**src/hw/rtl/assert_macros.svh**
```systemverilog
// assertion macros used by the top-level rtl file
// no dependencies; define NO_ASSERTIONS to compile them out
`ifndef ASSERT_MACROS_SVH
`define ASSERT_MACROS_SVH
`ifndef NO_ASSERTIONS
`define ASSERT_IMPLIES(label, clk, rst, ante, cons) \
  label: assert property (@(posedge clk) disable iff (rst) (ante) |-> (cons)) \
    else $error("assertion failed");
`define ASSERT_NEXT(label, clk, rst, ante, cons) \
  label: assert property (@(posedge clk) disable iff (rst) (ante) |=> (cons)) \
    else $error("assertion failed");
`else
`define ASSERT_IMPLIES(label, clk, rst, ante, cons)
`define ASSERT_NEXT(label, clk, rst, ante, cons)
`endif
`endif

```
**src/hw/rtl/dcte_pkg.sv**
```systemverilog
// shared types and constants of the transmission estimate block
// no dependencies
package dcte_pkg;

  localparam int LEVEL_W   = 8;
  localparam int THR_W     = 9;
  localparam int TRANS_W   = 29;
  localparam int LEVEL_NUM = 1 << LEVEL_W;

  localparam logic [LEVEL_W-1:0] LEVEL_MAX = 8'd255;
  localparam logic [LEVEL_W-1:0] ATM_MIN   = 8'd1;
  localparam logic [LEVEL_W-1:0] ATM_MAX   = 8'd254;
  localparam logic [LEVEL_W-1:0] ATM_RESET = 8'd128;
  localparam logic [THR_W-1:0]   THR_RESET = 9'd102;

  typedef enum logic [1:0] {
    REG_ATM0 = 2'd0,
    REG_ATM1 = 2'd1,
    REG_ATM2 = 2'd2,
    REG_THR  = 2'd3
  } reg_idx_t;

endpackage

```
**src/hw/rtl/dcte_mul.sv**
```systemverilog
// correction product and output select, two register stages
// depends on dcte_pkg
module dcte_mul import dcte_pkg::*; #(
  parameter int FRAC_BITS = 12
) (
  input  logic                              clk,
  input  logic                              en,
  input  logic signed [LEVEL_W+FRAC_BITS:0] tb,
  input  logic signed [LEVEL_W+FRAC_BITS:0] td,
  input  logic                              corr,
  output logic signed [TRANS_W-1:0]         trans
);

  localparam int QW = LEVEL_W + FRAC_BITS;
  localparam int PW = 2 * (QW + 1);

  logic signed [PW-1:0] prod;
  logic signed [QW:0]   tb_d;
  logic signed [PW-1:0] prod_sh;

  always_ff @(posedge clk) begin
    if (en) begin
      prod <= tb * td;
      tb_d <= tb;
    end
  end

  // arithmetic shift rounds toward minus infinity
  assign prod_sh = prod >>> FRAC_BITS;

  always_ff @(posedge clk) begin
    if (en) begin
      trans <= corr ? TRANS_W'(prod_sh) : TRANS_W'(tb_d);
    end
  end

endmodule

```
**config.mk**
```make
export PLATFORM = sky130hd
export DESIGN_NAME = dcte_mul
export DESIGN_NICKNAME = d
export VERILOG_FILES = /design/src/hw/rtl/assert_macros.svh /design/src/hw/rtl/dcte_pkg.sv /design/src/hw/rtl/dcte_mul.sv
export SDC_FILE = /design/constraint.sdc
export NUM_CORES = 1
export LEC_CHECK = 0
export BUFFER_PORTS_ARGS = -buffer_cell sky130_fd_sc_hd__buf_2
export CORE_MARGIN = 1
export CORE_UTILIZATION = 65
export DETAILED_ROUTE_END_ITERATION = 16
export GPL_ROUTABILITY_DRIVEN = 0
export PLACE_DENSITY = 0.8
export SYNTH_ARGS = -nofsm -noshare
export SYNTH_HDL_FRONTEND = slang
export SYNTH_SLANG_ARGS = --single-unit
```
**constraint.sdc**
```tcl
create_clock -name clk -period 18.8 [get_ports clk]
set_input_delay 3.76 -clock clk [delete_from_list [all_inputs] [get_ports clk]]
set_output_delay 3.76 -clock clk [all_outputs]
set_load 0.02 [all_outputs]
```
==> impl_metrics.csv <==
group,metric,value,unit
routing,wl_per_cell,18.9,um
global_route,grt_use_total,32.4,%
routing,postRouteWirelength,43.3,mm
finish,final_nets,2505,
setup_path,cp_common_cell,"fa_1",
timing,rsz0062_at_grt,"no",
cts,clock_path_buffers,2,
setup_path,cp_max_fo,23,
global_route,grt_pass1_wl,71.9,mm
finish,drive_above_1_share,6.60,%
global_route,antenna_found_initial,1,
cts,ctsHoldBuffers,0,
cts,cts.sinks,79,
cts,clk_pin_slew,0.05,ns
timing,fin_tns_setup,0,ns
logic_synthesis,syn-num-nets,2508,
logic_synthesis,synth_edf_count,79,
setup_path,slowest_delay,0.96,ns
setup_path,crit_chain,"buf_2 > nand2_1 > fa_1 > fa_1 > inv_1 > fa_1 > inv_1 > fa_1 > inv_1 > fa_1 > fa_1 > inv_1 > fa_1 > inv_1 > ha_1 > a2111oi_0 > o21ai_0 > o2111ai_1 > nand2_1 > a2bb2oi_1 > o21ai_1 > o41ai_2 > xnor2_1",
finish,final_util,69.7,%
timing,max-slew-margin-rel,39.0,%
logic_synthesis,synth_area_per_cell,9.85,um^2
timing,timing.hold.ws,0.516,ns
setup_path,worstPathArrival,10.86,ns
logic_synthesis,synth_seq_cells,79,
floorplanning,die-width,172,um
timing,max_freq,92.6,MHz
floorplanning,die_area,29600,um^2
floorplanning,num_io_pins,74,
timing,worstMarginPinSlew,0.916,ns
logic_synthesis,yosys-mux-area-fraction,1.20,%
global_route,grt_max_degree,80,
floorplanning,row_count,61,
cts,htreeDepth,3,
logic_synthesis,synth_flop_cell,"edfxtp_1",
run,drv_cap,0,
logic_synthesis,synth_top_family_by_area,"adder cells",
routing,remaining_drc_errors,0,
logic_synthesis,synth_warnings,0,
finish,final_common_cell,"inv_1",
setup_path,cp.required,18.86,ns
setup_path,endpoint_kind,"flip-flop",
finish,fillers,2118,
place,port_buffers,73,
timing,min_period_over_period,57.4,%
routing,vias,12705,
place,postPlaceCellArea,19300,um^2
cts,numCtsBuffers,9,
routing,dr.pass1.iters,5,
cts,cts-root-buf,"clkbuf_16",
status,status,"finished, final reports clean",
timing,hold_viol,0,
timing,fin_worst_skew,0.00454,ns
setup_path,cp-start-kind,"primary input",
finish,syn2layout_area_growth,4.25,%
timing,layout_min_cycle_time,10.80,ns
logic_synthesis,synth_compound_area_share,3.38,%
logic_synthesis,ys_types,54,
logic_synthesis,syn_area,18800,um^2
cts,insertion_delay,0.33,ns
setup_path,cp_slowest_cell,"fa_1",
timing,maxSlewViolCount,0,
worst_hold_path,hold_depth,2,
routing,postRouteAntennaNets,0,
logic_synthesis,synth_cells,1907,
logic_synthesis,synthAdderAreaFrac,55.1,%
finish,mostFrequentLayoutCells,"inv_1 (524), fa_1 (451), nand2_1 (247)",
logic_synthesis,synth_simple_gate_area_share,13.5,%
timing,setup_violations,0,
global_route,grt_pass1_vias,13794,
routing,drtIter0Drc,1125,
cts,post_cts_resized,0,
cts,cts_tree,"built",
place,hpwlAfterDp,33.6,mm
logic_synthesis,synth_xor_area_share,1.96,%
logic_synthesis,synth-seq-area-share,12.6,%
routing,vias_per_cell,5.55,
worst_hold_path,hp-class,"reg -> reg",
floorplanning,initial_core_util,66.9,%
logic_synthesis,async_reset_ff_share,0,%
setup_path,r2r_cells,2,
setup_path,crit_type,"in -> reg",
global_route,gr-total-overflow,0,
cts,post_cts_buffers,0,
floorplanning,core_area,28100,um^2
finish,fin_area,19600,um^2
floorplanning,chipHeight,172,um
-- through the flow --
step | cells | worst slack [ns]
2_1_floorplan | 1907 | 8.68
5_1_grt | 2288 | 7.64
4_1_cts | 2287 | 8.18
3_5_place_dp | 2271 | 7.84
3_3_place_gp | 2271 | 8.09
6_report | 2288 | 8.00
-- registers in the layout (all words and copies together), names as in the netlist --
name   flops
prod      29
tb_d      21
trans     29
-- synth_stat cells (2+ instances only) --
cell type / number / area share, %
fa_1: 451 / 48
o21bai_1: 2 / 0.080
xor2_1: 11 / 0.51
edfxtp_1: 79 / 13
nand2b_1: 6 / 0.20
a21oi_1: 21 / 0.56
a21o_1: 10 / 0.40
nor2b_1: 5 / 0.17
xnor2_1: 31 / 1.4
ha_1: 105 / 7.0
clkbuf_1: 85 / 1.7
inv_1: 524 / 10
nand3_1: 3 / 0.080
o2111ai_1: 3 / 0.14
nor3_1: 4 / 0.11
and3_1: 2 / 0.067
buf_1: 2 / 0.040
o211ai_2: 2 / 0.13
nor2_1: 29 / 0.58
a31oi_1: 3 / 0.10
nand2_1: 247 / 4.9
a211oi_1: 7 / 0.28
o21ai_0: 16 / 0.43
and2_1: 203 / 6.8
mux2_2: 20 / 1.2
nand4_1: 5 / 0.17
o21ai_1: 3 / 0.080
a21oi_2: 2 / 0.093
-- critical path: cells and delay by family --
kind	cells	cell delay, ns
and+or+nand+nor	2	0.36
buffers and inverters	6	0.82
adders and majority gates	8	4.34
AOI/OAI and AO/OA	6	1.47
xor gates and xnor gates	1	0.10
-- worst paths after layout --
path | start | to | slack [ns]
max reg2reg | tb_d[20] | trans[24] | 17.86
min reg2reg | prod[33] | trans[21] | 0.52
min | prod[33] | trans[21] | 0.52
max | tb[20] | prod[40] | 8.00
-- logic make-up (layout without fill, tap and decap cells) --
group | after synthesis | after routing
adder cells (fa/ha/maj) | 556 | 556
multiplexers | 20 | 20
other | 0 | 1
AO/OA/AOI/OAI | 86 | 86
flip-flops | 79 | 79
AND/OR/NAND/NOR | 513 | 513
buffers and inverters | 611 | 613
XOR/XNOR | 42 | 42
-- per-layer routing --
metal	wire, um	GRT usage (%)
met1	17700	46.2
met2	19500	50.6
met3	5410	8.10
met4	741	6.96
met5	0	0
-- final cells by class --
cell class	count	area (um^2)	area share [%]
clock inverter	5	48.8	0.249
tap	378	473	2.42
multi-input combinational	1217	14100	72.1
inverter	524	1970	10.0
sequential	79	2370	12.1
clock buffer	11	233	1.19
antenna	1	2.50	0.0128
timing repair buffer	73	368	1.88
Power is not shown: default switching activity piles up to over one toggle a cycle in this logic, so the estimate is an artifact.
